[src/hw/rtl/xcs_pkg.sv]
// Package for the XMODEM-CRC sender: word types, protocol codes and the CRC step.
// No dependencies; xcs_core and xmodem_crc_sender import it.
package xcs_pkg;

    // Event codes carried in the command field of an input word.
    typedef enum logic [2:0] {
        CMD_PAYLOAD = 3'd0,
        CMD_EOF     = 3'd1,
        CMD_LINE    = 3'd2,
        CMD_TIMEOUT = 3'd3,
        CMD_SLOT    = 3'd4,
        CMD_START   = 3'd5
    } t_cmd;

    // Protocol phase as reported in every result word.
    typedef enum logic [2:0] {
        PH_IDLE  = 3'd0,
        PH_AWAIT = 3'd1,
        PH_FILL  = 3'd2,
        PH_SEND  = 3'd3,
        PH_REPLY = 3'd4,
        PH_DONE  = 3'd5,
        PH_ABORT = 3'd6
    } t_phase;

    // Error codes.
    localparam logic [1:0] ERR_NONE      = 2'd0;
    localparam logic [1:0] ERR_NOT_READY = 2'd1;
    localparam logic [1:0] ERR_LOST_SYNC = 2'd2;
    localparam logic [1:0] ERR_FAILURES  = 2'd3;

    // Configuration register indexes.
    localparam logic [1:0] CFG_USE_1K     = 2'd0;
    localparam logic [1:0] CFG_RETRY      = 2'd1;
    localparam logic [1:0] CFG_START_TRIES = 2'd2;

    // Line bytes.
    localparam logic [7:0] B_SOH  = 8'h01;
    localparam logic [7:0] B_STX  = 8'h02;
    localparam logic [7:0] B_EOT  = 8'h04;
    localparam logic [7:0] B_ACK  = 8'h06;
    localparam logic [7:0] B_NAK  = 8'h15;
    localparam logic [7:0] B_PAD  = 8'h1A;
    localparam logic [7:0] B_CRCQ = 8'h43;

    localparam logic [15:0] CRC_POLY = 16'h1021;

    // Packet sizes and counter width.
    localparam int unsigned CNT_W = 11;
    localparam logic [CNT_W-1:0] PKT_SMALL = 11'd128;
    localparam logic [CNT_W-1:0] PKT_LARGE = 11'd1024;

    // Reset values of the configuration registers.
    localparam logic [3:0] RETRY_RESET = 4'd10;
    localparam logic [3:0] TRIES_RESET = 4'd10;

    typedef struct packed {
        logic [2:0] command;
        logic [7:0] byte_in;
    } t_in_word;

    typedef struct packed {
        logic       tx_valid;
        logic [7:0] tx_byte;
        logic       accepted;
        t_phase     phase;
        logic [1:0] error_code;
        logic [7:0] packet_number;
    } t_out_word;

    typedef struct packed {
        logic       use_1k;
        logic [3:0] retry_limit;
        logic [3:0] start_attempts;
    } t_cfg;

    // One byte of CRC-16/XMODEM, MSB first.
    function automatic logic [15:0] crc_byte(input logic [15:0] crc, input logic [7:0] b);
        logic [15:0] c;
        c = crc ^ {b, 8'h00};
        for (int i = 0; i < 8; i++) begin
            if (c[15]) begin
                c = {c[14:0], 1'b0} ^ CRC_POLY;
            end else begin
                c = {c[14:0], 1'b0};
            end
        end
        return c;
    endfunction

endpackage

[src/hw/rtl/xcs_core.sv]
// Protocol engine of the XMODEM-CRC sender: phase, counters, CRC and result word.
// Depends on xcs_pkg; drives the packet buffer in xcs_store.
module xcs_core #(
    parameter int unsigned MAX_PACKET = 1024,
    parameter int unsigned AW         = 10
) (
    input  logic                i_clk,
    input  logic                i_rst_n,
    input  logic                i_accept,
    input  xcs_pkg::t_in_word   i_word,
    input  xcs_pkg::t_cfg       i_cfg,
    input  logic [7:0]          i_rd_data,
    output logic                o_wr_en,
    output logic [AW-1:0]       o_wr_addr,
    output logic [7:0]          o_wr_data,
    output logic [AW-1:0]       o_rd_addr,
    output xcs_pkg::t_out_word  o_result
);
    import xcs_pkg::*;

    localparam bit ALLOW_1K = (MAX_PACKET >= 1024);

    t_phase           r_phase, n_phase;
    logic [1:0]       r_err, n_err;
    logic [CNT_W-1:0] r_fill, n_fill;
    logic [CNT_W-1:0] r_fpos, n_fpos;
    logic [7:0]       r_seq, n_seq;
    logic [15:0]      r_crc, n_crc;
    logic [3:0]       r_att, n_att;
    logic             r_eof, n_eof;
    logic             r_eot, n_eot;
    logic             r_big, n_big;

    logic [CNT_W-1:0] size_now;
    logic [CNT_W-1:0] data_idx;
    logic [CNT_W-1:0] rd_pos;
    logic [3:0]       att_inc;
    logic [7:0]       data_byte;
    logic             tx_valid;
    logic [7:0]       tx_byte;
    logic             acc;

    assign size_now  = r_big ? PKT_LARGE : PKT_SMALL;
    assign data_idx  = r_fpos - 11'd3;
    assign att_inc   = r_att + 4'd1;
    // Buffer output holds the byte at data_idx, read ahead through the registered read port.
    assign data_byte = (data_idx < r_fill) ? i_rd_data : B_PAD;

    // Next-state and result logic for one event.
    always_comb begin
        n_phase  = r_phase;
        n_err    = r_err;
        n_fill   = r_fill;
        n_fpos   = r_fpos;
        n_seq    = r_seq;
        n_crc    = r_crc;
        n_att    = r_att;
        n_eof    = r_eof;
        n_eot    = r_eot;
        n_big    = r_big;
        tx_valid = 1'b0;
        tx_byte  = 8'h00;
        acc      = 1'b0;
        o_wr_en  = 1'b0;

        case (i_word.command)
            CMD_START: begin
                n_phase = PH_AWAIT;
                n_err   = ERR_NONE;
                n_fill  = '0;
                n_fpos  = '0;
                n_seq   = 8'd0;
                n_crc   = 16'd0;
                n_att   = 4'd0;
                n_eof   = 1'b0;
                n_eot   = 1'b0;
                n_big   = i_cfg.use_1k && ALLOW_1K;
            end
            CMD_PAYLOAD: begin
                if (r_phase == PH_FILL && r_fill < size_now) begin
                    o_wr_en = 1'b1;
                    acc     = 1'b1;
                    n_fill  = r_fill + 11'd1;
                    // A full packet starts its frame at once.
                    if (n_fill >= size_now) begin
                        n_att   = 4'd0;
                        n_phase = PH_SEND;
                        n_fpos  = '0;
                        n_crc   = 16'd0;
                    end
                end
            end
            CMD_EOF: begin
                if (r_phase == PH_FILL) begin
                    n_eof   = 1'b1;
                    n_att   = 4'd0;
                    if (r_fill == '0) begin
                        n_eot = 1'b1;
                    end
                    n_phase = PH_SEND;
                    n_fpos  = '0;
                    n_crc   = 16'd0;
                end else if (r_phase == PH_SEND || r_phase == PH_REPLY) begin
                    n_eof = 1'b1;
                end
            end
            CMD_SLOT: begin
                if (r_phase == PH_SEND) begin
                    tx_valid = 1'b1;
                    if (r_eot) begin
                        tx_byte = B_EOT;
                        n_att   = att_inc;
                        n_phase = PH_REPLY;
                    end else if (r_fpos == 11'd0) begin
                        tx_byte = r_big ? B_STX : B_SOH;
                    end else if (r_fpos == 11'd1) begin
                        tx_byte = r_seq;
                    end else if (r_fpos == 11'd2) begin
                        tx_byte = ~r_seq;
                    end else if (r_fpos < size_now + 11'd3) begin
                        tx_byte = data_byte;
                        n_crc   = crc_byte(r_crc, data_byte);
                    end else if (r_fpos == size_now + 11'd3) begin
                        tx_byte = r_crc[15:8];
                    end else begin
                        tx_byte = r_crc[7:0];
                        n_att   = att_inc;
                        n_phase = PH_REPLY;
                    end
                    n_fpos = r_fpos + 11'd1;
                end
            end
            CMD_LINE, CMD_TIMEOUT: begin
                if (r_phase == PH_AWAIT) begin
                    // Receiver start request, or one more failed attempt.
                    if (i_word.command == CMD_LINE
                            && (i_word.byte_in == B_NAK || i_word.byte_in == B_CRCQ)) begin
                        n_phase = PH_FILL;
                        n_seq   = 8'd1;
                        n_fill  = '0;
                        n_att   = 4'd0;
                    end else begin
                        n_att = att_inc;
                        if (att_inc >= i_cfg.start_attempts) begin
                            n_phase = PH_ABORT;
                            n_err   = ERR_NOT_READY;
                        end
                    end
                end else if (r_phase == PH_REPLY) begin
                    if (i_word.command == CMD_LINE && i_word.byte_in == B_ACK) begin
                        if (r_eot) begin
                            n_phase = PH_DONE;
                        end else begin
                            n_seq  = r_seq + 8'd1;
                            n_fill = '0;
                            n_att  = 4'd0;
                            if (r_eof) begin
                                n_eot   = 1'b1;
                                n_phase = PH_SEND;
                                n_fpos  = '0;
                                n_crc   = 16'd0;
                            end else begin
                                n_phase = PH_FILL;
                            end
                        end
                    end else if (i_word.command == CMD_LINE && i_word.byte_in == B_NAK) begin
                        if (r_att >= i_cfg.retry_limit) begin
                            n_phase = PH_ABORT;
                            n_err   = ERR_FAILURES;
                        end else begin
                            n_phase = PH_SEND;
                            n_fpos  = '0;
                            n_crc   = 16'd0;
                        end
                    end else begin
                        n_phase = PH_ABORT;
                        n_err   = ERR_LOST_SYNC;
                    end
                end
            end
            default: begin
            end
        endcase
    end

    // Buffer ports: write at the fill count, prefetch the byte the next slot needs.
    assign o_wr_addr = r_fill[AW-1:0];
    assign o_wr_data = i_word.byte_in;
    assign rd_pos    = (i_accept ? n_fpos : r_fpos) - 11'd3;
    assign o_rd_addr = rd_pos[AW-1:0];

    // Result word after this event.
    always_comb begin
        o_result.tx_valid      = tx_valid;
        o_result.tx_byte       = tx_byte;
        o_result.accepted      = acc;
        o_result.phase         = n_phase;
        o_result.error_code    = n_err;
        o_result.packet_number = n_seq;
    end

    // Protocol state, updated on each accepted word.
    always_ff @(posedge i_clk) begin
        if (!i_rst_n) begin
            r_phase <= PH_IDLE;
            r_err   <= ERR_NONE;
            r_fill  <= '0;
            r_fpos  <= '0;
            r_seq   <= 8'd0;
            r_crc   <= 16'd0;
            r_att   <= 4'd0;
            r_eof   <= 1'b0;
            r_eot   <= 1'b0;
            r_big   <= 1'b0;
        end else if (i_accept) begin
            r_phase <= n_phase;
            r_err   <= n_err;
            r_fill  <= n_fill;
            r_fpos  <= n_fpos;
            r_seq   <= n_seq;
            r_crc   <= n_crc;
            r_att   <= n_att;
            r_eof   <= n_eof;
            r_eot   <= n_eot;
            r_big   <= n_big;
        end
    end

endmodule

[config.mk]
export PLATFORM = sky130hd
export DESIGN_NAME = xcs_core
export DESIGN_NICKNAME = d
export VERILOG_FILES = /design/src/hw/rtl/xcs_pkg.sv /design/src/hw/rtl/xcs_core.sv
export SDC_FILE = /design/constraint.sdc
export NUM_CORES = 1
export LEC_CHECK = 0
export ABC_AREA = 1
export BUFFER_PORTS_ARGS = -buffer_cell sky130_fd_sc_hd__buf_4
export CORE_UTILIZATION = 26
export DETAILED_ROUTE_END_ITERATION = 7
export GPL_TIMING_DRIVEN = 1
export PLACE_DENSITY_LB_ADDON = 0.3
export SYNTH_ARGS = -nofsm -noshare
export SYNTH_HDL_FRONTEND = slang
export SYNTH_SLANG_ARGS = --single-unit
export TNS_END_PERCENT = 5
[constraint.sdc]
create_clock -name i_clk -period 4.1 [get_ports i_clk]
set_input_delay 0 -clock i_clk [delete_from_list [all_inputs] [get_ports i_clk]]
set_output_delay 0 -clock i_clk [all_outputs]
set_load 0.02 [all_outputs]
Yosys cells after proc, flatten, opt, wreduce, memory -nomap -nowiden. Cells that the tools add are included.

Register bits after elaboration: 58. Output and inout port bits: 52. Logic and storage cells: 265.

Reduce and logical (&&, ||, !) cells: 20. $lt $le $gt $ge: 6. Equality and inequality tests: 42. Bitwise logic cells: 10. Mux-type cells: 170. Add/sub/neg operators: 7.

Operator list (number): $mux 16 (65); $mux 11 (19); $mux 8 (14); $mux 13 (8); $pmux 16 s5 (1); $mux 4 (15); $pmux 11 s5 (1); $mux 3 (18); $ne 3x3->1 const B (14); $lt 11x11->1 (3); $pmux 11 s3 (1); $ne 2x2->1 const B (13); $not 3->3 (8); $add 11x1->11 const B (2); $logic_not 11->1 (2); $pmux 4 s5 (1); $reduce_and 17->1 (1); $mux 2 (8); $pmux 8 s2 (1); $xor 16x16->16 (1); $pmux 3 s5 (1); $mux 1 (14); $reduce_and 14->1 (1); $reduce_and 7->1 (2); other kinds (29) (41).

Depth between registers and ports, before layout. Gate-level depths: netlist of run 1.

Depth after elaboration: 76. Depth in mapped cells: 24.

Least setup slack after synthesis of run 1. Ideal clock, no wire load.

Path type: register to output. Start: register r_fill[0]. End: output o_rd_addr[4]. Slack: 974 ps. Data arrival time: 3126 ps. Data required time: 4100 ps. Path buffers: 0. Stages on the path, launching flop included: 23. Cells stage by stage: dfxtp_1 -> ha_1 -> nand2_2 -> nor2_2 -> nand2_2 -> nor3_1 -> xor2_1 -> inv_1 -> ha_1 -> nand2_1 -> nor2_1 -> nand3_1 -> nor2_1 -> nand4_2 -> nand3_2 -> nand3_2 -> nand2_1 -> nand2_1 -> ha_1 -> inv_1 -> nand2_1 -> nor2_2 -> xor2_1.

Word-level cells in the longest chain between the ends: 7. Elaborated cells between the ends (all ways): 9.

RTL lines: from (decl) (line xcs_core.sv:25) `logic [CNT_W-1:0] r_fill, n_fill;`; from (signal assigned) (line xcs_core.sv:218) `r_fill <= n_fill;`; $add 11x1->11 (line xcs_core.sv:83) `n_fill = r_fill + 11'd1;`; $ge 11x11->1 (line xcs_core.sv:85) `if (n_fill >= size_now) begin`; $mux 11 (line xcs_core.sv:85); $mux 11 (*) (line xcs_core.sv:80) `if (r_phase == PH_FILL && r_fill < size_now) begin`; $pmux 11 s5 (*) (line xcs_core.sv:66) `case (i_word.command)`; $mux 11 (*); $sub 10x2->10 (*) (line xcs_core.sv:189) `assign rd_pos = (i_accept ? n_fpos : r_fpos) - 11'd3;`; to (decl) (line xcs_core.sv:16) `output logic [AW-1:0] o_rd_addr,`.

Mark *: on every way between the ends. The rest lies on a longest branch, timed or not.

Final worst setup path of run 1.
Start: register r_fill[0]. End: output o_rd_addr[8].

The elaborated chain is that of the path after synthesis.

==> flow_summary.json, run 1 <==
{
  "synthCells": 947,
  "number_of_synthesized_flops_with_an_enable_pin": 0,
  "globalplace.congestion": 0.888,
  "post-synth-top-count-cell": "sky130_fd_sc_hd__nand2_1",
  "setup_violations": 0,
  "hold_path_startpoint": "i_word[10]",
  "hold_path.class": "primary input to flip-flop",
  "fin_ws_ns": 0.291,
  "io-pin-count": 83,
  "reg2reg_slack_ns": 0.40,
  "worst_setup_hold_path_clk_slew_ns": 0.06,
  "fp.dieW_um": 152,
  "antenna_cells": 0,
  "synth_common_cells": "sky130_fd_sc_hd__nand2_1, sky130_fd_sc_hd__inv_1, sky130_fd_sc_hd__a21oi_1",
  "worst_path_maximum_fanout": 6,
  "dr.pass1.iters": 5,
  "netlist-cell-type-count": 51,
  "cts.path.max_buffers": 2,
  "netlist_top_cells_area": "sky130_fd_sc_hd__dfxtp_1, sky130_fd_sc_hd__nand2_1, sky130_fd_sc_hd__inv_1, sky130_fd_sc_hd__a21oi_1, sky130_fd_sc_hd__ha_1",
  "dpl.hpwl_mm": 14.4,
  "worst_r2r_path_depth": 22,
  "hold_viol_final": 0,
  "criticalPathCategory": "flip-flop to output port",
  "route.vias.total": 6221,
  "final.setup_skew_ns": 0.00666,
  "floorplan.core_area_sq_um": 21900,
  "maximum_frequency_from_static_timing_analysis_ghz": 0.263,
  "timing_max_transition_violations_final": 0,
  "worstPathRequired_ns": 4.10,
  "detailed_route_drc_error_count": 0,
  "fp.dieArea_sq_um": 23000,
  "cp-end-kind": "output port",
  "ir_drop_mv": 0.197,
  "synth-async-reset-ratio_pct": 0,
  "drv.max_cap_violation_count": 0,
  "fp.dieH_um": 152,
  "detailedRoute.firstIterationViolations": 432,
  "r2r_start": "r_fpos[2]",
  "synth-seq-cells": 58,
  "portBuffers": 82,
  "regToRegEndpoint": "r_crc[14]",
  "timing.final.crit_period_ns": 3.81,
  "grt_resource_usage_total_pct": 16.5,
  "syn_area_sq_um": 5810,
  "synth_top_area_share_pct": 20.0,
  "yosys.area.top_type": "sky130_fd_sc_hd__dfxtp_1",
  "post_dr_vias_cell": 4.83,
  "root_buffer": "sky130_fd_sc_hd__clkbuf_16",
  "initial_core_util_pct": 26.5,
  "outcome": "finished clean",
  "antenna_violations_before_repair": 0,
  "grt_start_max_net_pins": 51,
  "holdPathStages": 4,
  "power_density_nw_per_um2": 261,
  "grt_pass1_vias": 5665,
  "first_pass_grt_wire_length_mm": 29.5,
  "synthesis.nets": 1010,
  "p_total_w": 0.00182,
  "insertion_delay_ns": 0.34,
  "grt_overflow": 0,
  "cts_tree": "yes",
  "rsz_0062_raised_after_global_routing": "true",
  "max_slew_margin_pct": 29.1,
  "layout-drive-gt1-share_pct": 19.0,
  "start_kind": "flip-flop",
  "synth.yosys.seq_area_share_pct": 20.0,
  "yosysWarnings": 0,
  "mean_post_synth_cell_area_sq_um": 6.14,
  "tightest_slew_ns": 1.06,
  "postRouteWirelength_mm": 18.5,
  "placement.setup.worst_slack_ns": 0.298,
  "num_rows": 54,
  "whs_ns": 0.0565,
  "net_count_of_the_finished_layout": 1066,
  "clock_tree.htree_level_count": 3,
  "post-route-period-util_pct": 92.9,
  "areaGrowthSynthToFinish_pct": 20.0,
  "holdPathEnd": "r_eof",
  "wire_per_inst_um": 14.4,
  "cellLeakagePower_nw": 3.21,
  "critical_path_arrival_ns": 3.81,
  "clock-sinks": 58,
  "ant_nets": 0,
  "dominantRegCellSynth": "sky130_fd_sc_hd__dfxtp_1",
  "setup_tns_ns": 0,
  "number_of_buffers_created_by_cts": 9
}
[sequential cells by signal, summed over array words and instances (netlist names)]
name	cells
r_fill	11
r_fpos	11
r_seq	8
r_eot	1
r_att	4
r_big	1
r_crc	16
r_err	2
r_eof	1
r_phase	3
[how the worst max path moves through the flow]
stage	from	endpoint	slack, ns	cells past startpoint
finish	r_fill[0]	o_rd_addr[8]	0.29	25
global route	r_fill[0]	o_rd_addr[8]	-0.02	25
floorplan	r_fill[0]	o_rd_addr[4]	0.97	22
global placement	r_fill[0]	o_rd_addr[8]	0.29	25
CTS	r_fill[0]	o_rd_addr[8]	0.006	25
detailed placement	r_fill[0]	o_rd_addr[8]	0.30	25
[area by class of cell]
cell class	instances	area (sq um)
fillers	2460	14900
multi-input cells	697	3870
flip-flops and latches	58	1170
repair buffers	93	721
inverters	144	541
well taps	280	350
clock buffers	11	243
clock inverters	5	77.6
[repair_timing]
action / in CTS / in global routing
gates resized for setup: 1 / 12
hold endpoints to repair: 8 / 0
endpoints found under the setup margin: 2 / 7
pin swaps: 0 / 1
buffers inserted: 0 / 2
hold buffers: 4 / 0
[layer usage]
layer | global-route usage (%) | vias up | share of wire (%)
li1 | - | 3211 | -
met4 | 4.55 | 0 | 1.5
met5 | 0 | - | 0
met2 | 25.7 | 151 | 43
met3 | 2.37 | 17 | 4.3
met1 | 23.5 | 2842 | 52
[per-stage QoR]
step	util, %	cell area [sq um]	cells
floorplan	-	5810	947
global placement	29.8	6530	1266
detailed placement	29.8	6530	1266
CTS	31.5	6900	1286
global route	31.9	6970	1288
finish	31.9	6970	1288
[power breakdown]
part           switching, W  internal, W
registers         0.0000253     0.000584
clock network      0.000298     0.000547
logic              0.000236     0.000130
[logic make-up (layout without fill, tap and decap cells)]
family                     count (synthesis)  after routing  share of synthesized area, %
AOI/OAI and AO/OA                        205            205                          20.1
xor gates and xnor gates                  18             18                          2.71
adders and majority gates                 32             32                          6.89
buffers and inverters                    192            253                          14.2
DFF                                       58             58                          20.0
and+or+nand+nor                          442            442                          36.2
[cell usage in the layout, fill, tap and decap left out, types with 5 or more instances in the layout]
cell type / netlist / routed
sky130_fd_sc_hd__buf_4: 20 / 88
sky130_fd_sc_hd__nand2_1: 205 / 202
sky130_fd_sc_hd__dfxtp_1: 58 / 56
sky130_fd_sc_hd__inv_2: 15 / 15
sky130_fd_sc_hd__nand2_2: 13 / 15
sky130_fd_sc_hd__nor2_1: 72 / 72
sky130_fd_sc_hd__nor2_2: 11 / 10
sky130_fd_sc_hd__nor3_1: 13 / 12
sky130_fd_sc_hd__o21ai_0: 65 / 65
sky130_fd_sc_hd__o21ai_1: 14 / 14
sky130_fd_sc_hd__ha_1: 32 / 31
sky130_fd_sc_hd__nand3_1: 75 / 75
sky130_fd_sc_hd__a21oi_2: 7 / 5
sky130_fd_sc_hd__o22ai_1: 5 / 5
sky130_fd_sc_hd__nor2_4: 5 / 6
sky130_fd_sc_hd__xor2_1: 15 / 15
sky130_fd_sc_hd__nand3b_1: 5 / 5
sky130_fd_sc_hd__or2_2: 6 / 6
sky130_fd_sc_hd__nand3_2: 11 / 10
sky130_fd_sc_hd__nand4_1: 14 / 14
sky130_fd_sc_hd__clkbuf_16: 0 / 9
sky130_fd_sc_hd__inv_1: 127 / 127
sky130_fd_sc_hd__a21oi_1: 80 / 80
sky130_fd_sc_hd__a211oi_1: 11 / 11
[critical path, cell delays in order, from the launching register on]
cell and delay [ns]:
sky130_fd_sc_hd__dfxtp_4 0.38, sky130_fd_sc_hd__ha_2 0.21, sky130_fd_sc_hd__nand2_4 0.09, sky130_fd_sc_hd__nor2_4 0.12
sky130_fd_sc_hd__nand2_2 0.08, sky130_fd_sc_hd__nor3_2 0.14, sky130_fd_sc_hd__xor2_1 0.16, sky130_fd_sc_hd__inv_1 0.08
sky130_fd_sc_hd__ha_1 0.31, sky130_fd_sc_hd__nand2_1 0.07, sky130_fd_sc_hd__nor2_1 0.10, sky130_fd_sc_hd__nand3_1 0.08
sky130_fd_sc_hd__nor2_1 0.12, sky130_fd_sc_hd__nand4_2 0.15, sky130_fd_sc_hd__nand3_2 0.13, sky130_fd_sc_hd__nand3_4 0.13
sky130_fd_sc_hd__nand2_2 0.11, sky130_fd_sc_hd__nand2_2 0.07, sky130_fd_sc_hd__ha_1 0.21, sky130_fd_sc_hd__inv_1 0.08
sky130_fd_sc_hd__nand2_1 0.08, sky130_fd_sc_hd__nor2_2 0.18, sky130_fd_sc_hd__nand3_1 0.09, sky130_fd_sc_hd__nand2_1 0.07
sky130_fd_sc_hd__nand2_1 0.06, sky130_fd_sc_hd__buf_4 0.16
Note: power is estimated with default switching activity, not from simulation.
==> inputs of run 2 (changes only) <==
--- a/constraint.sdc
+++ b/constraint.sdc
@@ -3,2 +3,2 @@
 set_output_delay 0 -clock i_clk [all_outputs]
-set_load 0.02 [all_outputs]
+set_load 0.01 [all_outputs]
==> flow_summary.json, run 2 (same netlist as run 1, synthesis figures left out) <==
{
  "globalplace.congestion": 0.880,
  "antenna_violations_before_repair": 0,
  "fp.dieArea_sq_um": 23000,
  "critical_path_arrival_ns": 3.76,
  "number_of_buffers_created_by_cts": 9,
  "worstPathRequired_ns": 4.10,
  "cts.path.max_buffers": 2,
  "grt_pass1_vias": 5687,
  "stdcell_area_sq_um": 6970,
  "setup_tns_ns": 0,
  "tightest_slew_ns": 1.06,
  "largest_registers": "r_crc x16, r_fill x11, r_fpos x11",
  "layout-drive-gt1-share_pct": 19.1,
  "cp-end-kind": "output port",
  "ant_nets": 0,
  "root_buffer": "sky130_fd_sc_hd__clkbuf_16",
  "cellLeakagePower_nw": 3.21,
  "fp.dieH_um": 152,
  "detailed_route_drc_error_count": 0,
  "post_dr_vias_cell": 4.86,
  "timing_max_transition_violations_final": 0,
  "slowest_delay_ns": 0.38,
  "route.vias.total": 6268,
  "maximum_frequency_from_static_timing_analysis_ghz": 0.266,
  "fin_ws_ns": 0.340,
  "layout_commonest_cell": "sky130_fd_sc_hd__nand2_1",
  "p_total_w": 0.00173,
  "fill_cells": 2497,
  "cts_tree": "yes",
  "setup_violations": 0,
  "most-common-layout-cells": "sky130_fd_sc_hd__nand2_1, sky130_fd_sc_hd__inv_1, sky130_fd_sc_hd__buf_4",
  "io-pin-count": 83,
  "antenna_cells": 0,
  "portBuffers": 82,
  "postRouteWirelength_mm": 18.5,
  "critPathSlowestCell": "sky130_fd_sc_hd__dfxtp_4",
  "final.setup_skew_ns": 0.0105,
  "power_density_nw_per_um2": 248,
  "first_pass_grt_wire_length_mm": 29.2,
  "worst_setup_hold_path_clk_slew_ns": 0.05,
  "postPlaceCellArea_sq_um": 6530,
  "net_count_of_the_finished_layout": 1069,
  "areaGrowthSynthToFinish_pct": 20.0,
  "grt_resource_usage_total_pct": 16.3,
  "start_kind": "flip-flop",
  "max_slew_margin_pct": 29.3,
  "placement.setup.worst_slack_ns": 0.362,
  "max_flop_register": "r_crc",
  "wire_per_inst_um": 14.4,
  "detailedRoute.firstIterationViolations": 471,
  "ir_drop_mv": 0.159,
  "hold_viol_final": 0,
  "post-route-period-util_pct": 91.7,
  "clock-sinks": 58,
  "hold_path.class": "primary input to flip-flop",
  "clock_tree.htree_level_count": 3,
  "drv.max_cap_violation_count": 0,
  "fp.dieW_um": 152,
  "floorplan.core_area_sq_um": 21900,
  "grt_start_max_net_pins": 51,
  "worst_path_maximum_fanout": 6,
  "criticalPathCategory": "flip-flop to output port",
  "grt_overflow": 0,
  "initial_core_util_pct": 26.5,
  "path_common_cell": "sky130_fd_sc_hd__nand2_1",
  "num_rows": 54,
  "dr.pass1.iters": 5,
  "outcome": "finished clean",
  "insertion_delay_ns": 0.34,
  "largest_register_ff_count": 16,
  "timing.final.crit_period_ns": 3.76,
  "dpl.hpwl_mm": 14.4
}
run 2: timing repair:
action / 4_1_cts / 5_1_grt
setup endpoints to repair: 1 / 8
hold endpoints to repair: 6 / 0
cloned: 0 / 0
setup buffers: 0 / 5
gates resized for setup: 1 / 13
pin swaps: 0 / 1
hold buffers: 4 / 0
run 2: per-layer routing:
metal / part of all wire [%] / routed length, um / global-route usage [%] / vias to the layer above
met5: 0 / 0 / 0 / -
met4: 0.70 / 129 / 4.01 / 0
met3: 5.2 / 957 / 2.93 / 11
met2: 43 / 8050 / 25.0 / 158
met1: 51 / 9390 / 23.3 / 2889
li1: - / - / - / 3210
run 2: path summary, 6_finish.rpt:
| check | startpoint | to | slack, ns | cells past startpoint |
|---|---|---|---|---|
| worst max-delay path | r_fill[0] | o_rd_addr[8] | 0.34 | 25 |
| worst min-delay path | i_word[10] | r_eof | 0.08 | 4 |
| worst max register to register | r_fpos[2] | r_crc[14] | 0.44 | 22 |
| worst min register to register | r_crc[9] | r_crc[9] | 0.47 | 2 |
run 2: final cells by class:
class / count / area, sq um / share of cell area [%]
Clock buffer: 14 / 264 / 3.79
Clock inverter: 2 / 35.0 / 0.502
Inverter: 144 / 541 / 7.75
Multi-Input combinational cell: 697 / 3880 / 55.7
Sequential cell: 58 / 1170 / 16.8
Tap cell: 280 / 350 / 5.02
Timing Repair Buffer: 96 / 731 / 10.5
run 2: worst max-delay path, delay by kind of cell (launching register included):
kind / cells / cell delay [ns]
buffers and inverters: 3 / 0.31
xor gates and xnor gates: 1 / 0.16
adders and majority gates: 3 / 0.70
DFF: 1 / 0.38
and+or+nand+nor: 18 / 1.86
run 2: where the power goes:
group | total (W) | internal, W | switching, W
combinational | 0.000352 | 0.000129 | 0.000222
sequential | 0.000609 | 0.000584 | 0.0000253
clock | 0.000766 | 0.000503 | 0.000263
total | 0.00173 | 0.00122 | 0.000511
run 2: per-stage QoR:
step	util, %	instances	hold slack [ns]
global route	31.9	1291	0.105
finish	31.9	1291	0.0785
floorplan	-	947	0.0918
global placement	29.8	1266	0.189
CTS	31.4	1286	0.0576
detailed placement	29.8	1266	0.189
==> inputs of run 3 (changes only) <==
BUFFER_PORTS_ARGS = default   (was -buffer_cell sky130_fd_sc_hd__buf_4)
DONT_BUFFER_PORTS = 1   (was default)
==> flow_summary.json, run 3 (same netlist as run 1, synthesis figures left out) <==
{
  "placement.setup.worst_slack_ns": 0.293,
  "net_count_of_the_finished_layout": 983,
  "largest_registers": "r_crc x16, r_fill x11, r_fpos x11",
  "layout-drive-gt1-share_pct": 11.6,
  "clock_tree.htree_level_count": 3,
  "clock-sinks": 58,
  "max_flop_register": "r_crc",
  "layout.core_utilization_pct": 28.9,
  "postPlaceCellArea_sq_um": 5890,
  "route.vias.total": 5923,
  "post-route-period-util_pct": 92.3,
  "grt_start_max_net_pins": 51,
  "max_slew_margin_pct": 29.6,
  "cts_tree": "yes",
  "maximum_frequency_from_static_timing_analysis_ghz": 0.264,
  "areaGrowthSynthToFinish_pct": 8.87,
  "first_pass_grt_wire_length_mm": 29.5,
  "wire_per_inst_um": 15.5,
  "layout_commonest_cell": "sky130_fd_sc_hd__nand2_1",
  "cellLeakagePower_nw": 2.78,
  "stdcell_area_sq_um": 6330,
  "crit_start": "r_fill[0]",
  "setup_violations": 0,
  "initial_core_util_pct": 26.5,
  "worst_setup_hold_path_clk_slew_ns": 0.06,
  "ant_nets": 0,
  "criticalPathCategory": "flip-flop to output port",
  "largest_register_ff_count": 16,
  "postRouteWirelength_mm": 18.7,
  "grt_resource_usage_total_pct": 16.7,
  "path_common_cell": "sky130_fd_sc_hd__nand2_1",
  "worst_path_maximum_fanout": 6,
  "critPathSlowestCell": "sky130_fd_sc_hd__dfxtp_2",
  "power_density_nw_per_um2": 278,
  "outcome": "finished clean",
  "root_buffer": "sky130_fd_sc_hd__clkbuf_16",
  "critical_path_arrival_ns": 3.78,
  "reg2reg_slack_ns": 0.48,
  "post_dr_vias_cell": 4.92,
  "grt_pass1_vias": 5545,
  "regToRegEndpoint": "r_crc[14]",
  "num_rows": 54,
  "final.setup_skew_ns": 0.00787,
  "worstPathRequired_ns": 4.10,
  "timing_max_transition_violations_final": 0,
  "hold_path_startpoint": "i_word[1]",
  "fill_cells": 2508,
  "worstPathCellList": "ha_1 -> nand2_2 -> nor2_2 -> nand2_2 -> nor3_1 -> xor2_1 -> inv_1 -> ha_1 -> nand2_1 -> nor2_1 -> nand3_1 -> nor2_1 -> nand4_2 -> nand3_2 -> nand3_4 -> buf_4 -> a21oi_2 -> nand2_1 -> nor2_2 -> nand4_1 -> nand2_1",
  "cp-end-kind": "output port",
  "globalplace.congestion": 0.842,
  "antenna_violations_before_repair": 0,
  "most-common-layout-cells": "sky130_fd_sc_hd__nand2_1, sky130_fd_sc_hd__inv_1, sky130_fd_sc_hd__a21oi_1",
  "portBuffers": 0,
  "hold_viol_final": 0,
  "insertion_delay_ns": 0.35,
  "setup_tns_ns": 0,
  "drv.max_cap_violation_count": 0,
  "fp.dieArea_sq_um": 23000,
  "io-pin-count": 83,
  "hold_path.class": "primary input to output port",
  "r2r_start": "r_fpos[6]",
  "start_kind": "flip-flop",
  "fp.dieH_um": 152,
  "detailed_route_drc_error_count": 0,
  "worst_r2r_path_depth": 22,
  "ir_drop_mv": 0.176,
  "number_of_buffers_created_by_cts": 9,
  "holdPathStages": 0,
  "floorplan.core_area_sq_um": 21900,
  "timing.final.crit_period_ns": 3.78,
  "antenna_cells": 0,
  "grt_overflow": 0,
  "holdPathEnd": "o_wr_data[1]",
  "tightest_slew_ns": 1.06,
  "fp.dieW_um": 152,
  "detailedRoute.firstIterationViolations": 409,
  "slowest_delay_ns": 0.39,
  "dr.pass1.iters": 5,
  "dpl.hpwl_mm": 14.3,
  "fin_ws_ns": 0.318,
  "cts.path.max_buffers": 2
}
-- run 3: timing repair --
| action | 4_1_cts | 5_1_grt |
|---|---|---|
| endpoints found under the hold margin | 10 | 0 |
| resized for setup | 0 | 7 |
| setup buffers | 0 | 3 |
| hold buffers | 5 | 0 |
| endpoints found under the setup margin | 0 | 12 |
-- run 3: how the worst max path moves through the flow --
stage              endpoint  slack [ns]  depth (start not counted)
2_1_floorplan      r_crc[8]         1.0                         23
3_3_place_gp      r_crc[14]        0.37                         22
3_5_place_dp      r_crc[14]        0.29                         22
4_1_cts        o_rd_addr[4]        0.03                         22
5_1_grt        o_rd_addr[8]     -0.0006                         23
6_report       o_rd_addr[8]        0.32                         21
-- run 3: metal layers --
layer | up-vias | global-route usage (%) | wire [um]
met5 | - | 0 | 0
met3 | 24 | 4.64 | 1340
met2 | 142 | 25.6 | 8030
li1 | 3042 | - | -
met4 | 0 | 5.40 | 344
met1 | 2715 | 22.4 | 8950
-- run 3: stage by stage --
stage / std cells / hold WS [ns] / power [W]
6_report: 1205 / 0.00000691 / 0.00176
5_1_grt: 1205 / 0.0000390 / 0.00185
4_1_cts: 1202 / 0.000164 / 0.00177
3_5_place_dp: 1181 / 0.000164 / 0.000895
3_3_place_gp: 1181 / 0.000161 / 0.000895
2_1_floorplan: 947 / 0.0918 / 0.000846
-- run 3: layout make-up --
type | instances | area (sq um) | area share [%]
clock buffer | 12 | 256 | 4.05
clock inverter | 4 | 73.8 | 1.17
inverter | 144 | 544 | 8.60
multi-input combinational | 697 | 3850 | 60.9
sequential | 58 | 1160 | 18.4
tap | 280 | 350 | 5.54
timing repair buffer | 10 | 87.6 | 1.38
-- run 3: power by group --
group / switching (W) / total, W / internal [W]
sequential: 0.0000283 / 0.000612 / 0.000584
clock: 0.000294 / 0.000859 / 0.000565
combinational: 0.000200 / 0.000285 / 0.0000855
total: 0.000522 / 0.00176 / 0.00123
-- run 3: worst max-delay path: cells and delay by family (launching register included) --
| family | cells | cell delay, ns |
|---|---|---|
| DFF | 1 | 0.39 |
| and+or+nand+nor | 15 | 1.82 |
| xor gates and xnor gates | 1 | 0.17 |
| buffers and inverters | 2 | 0.28 |
| AOI/OAI and AO/OA | 1 | 0.24 |
| adders and majority gates | 2 | 0.52 |
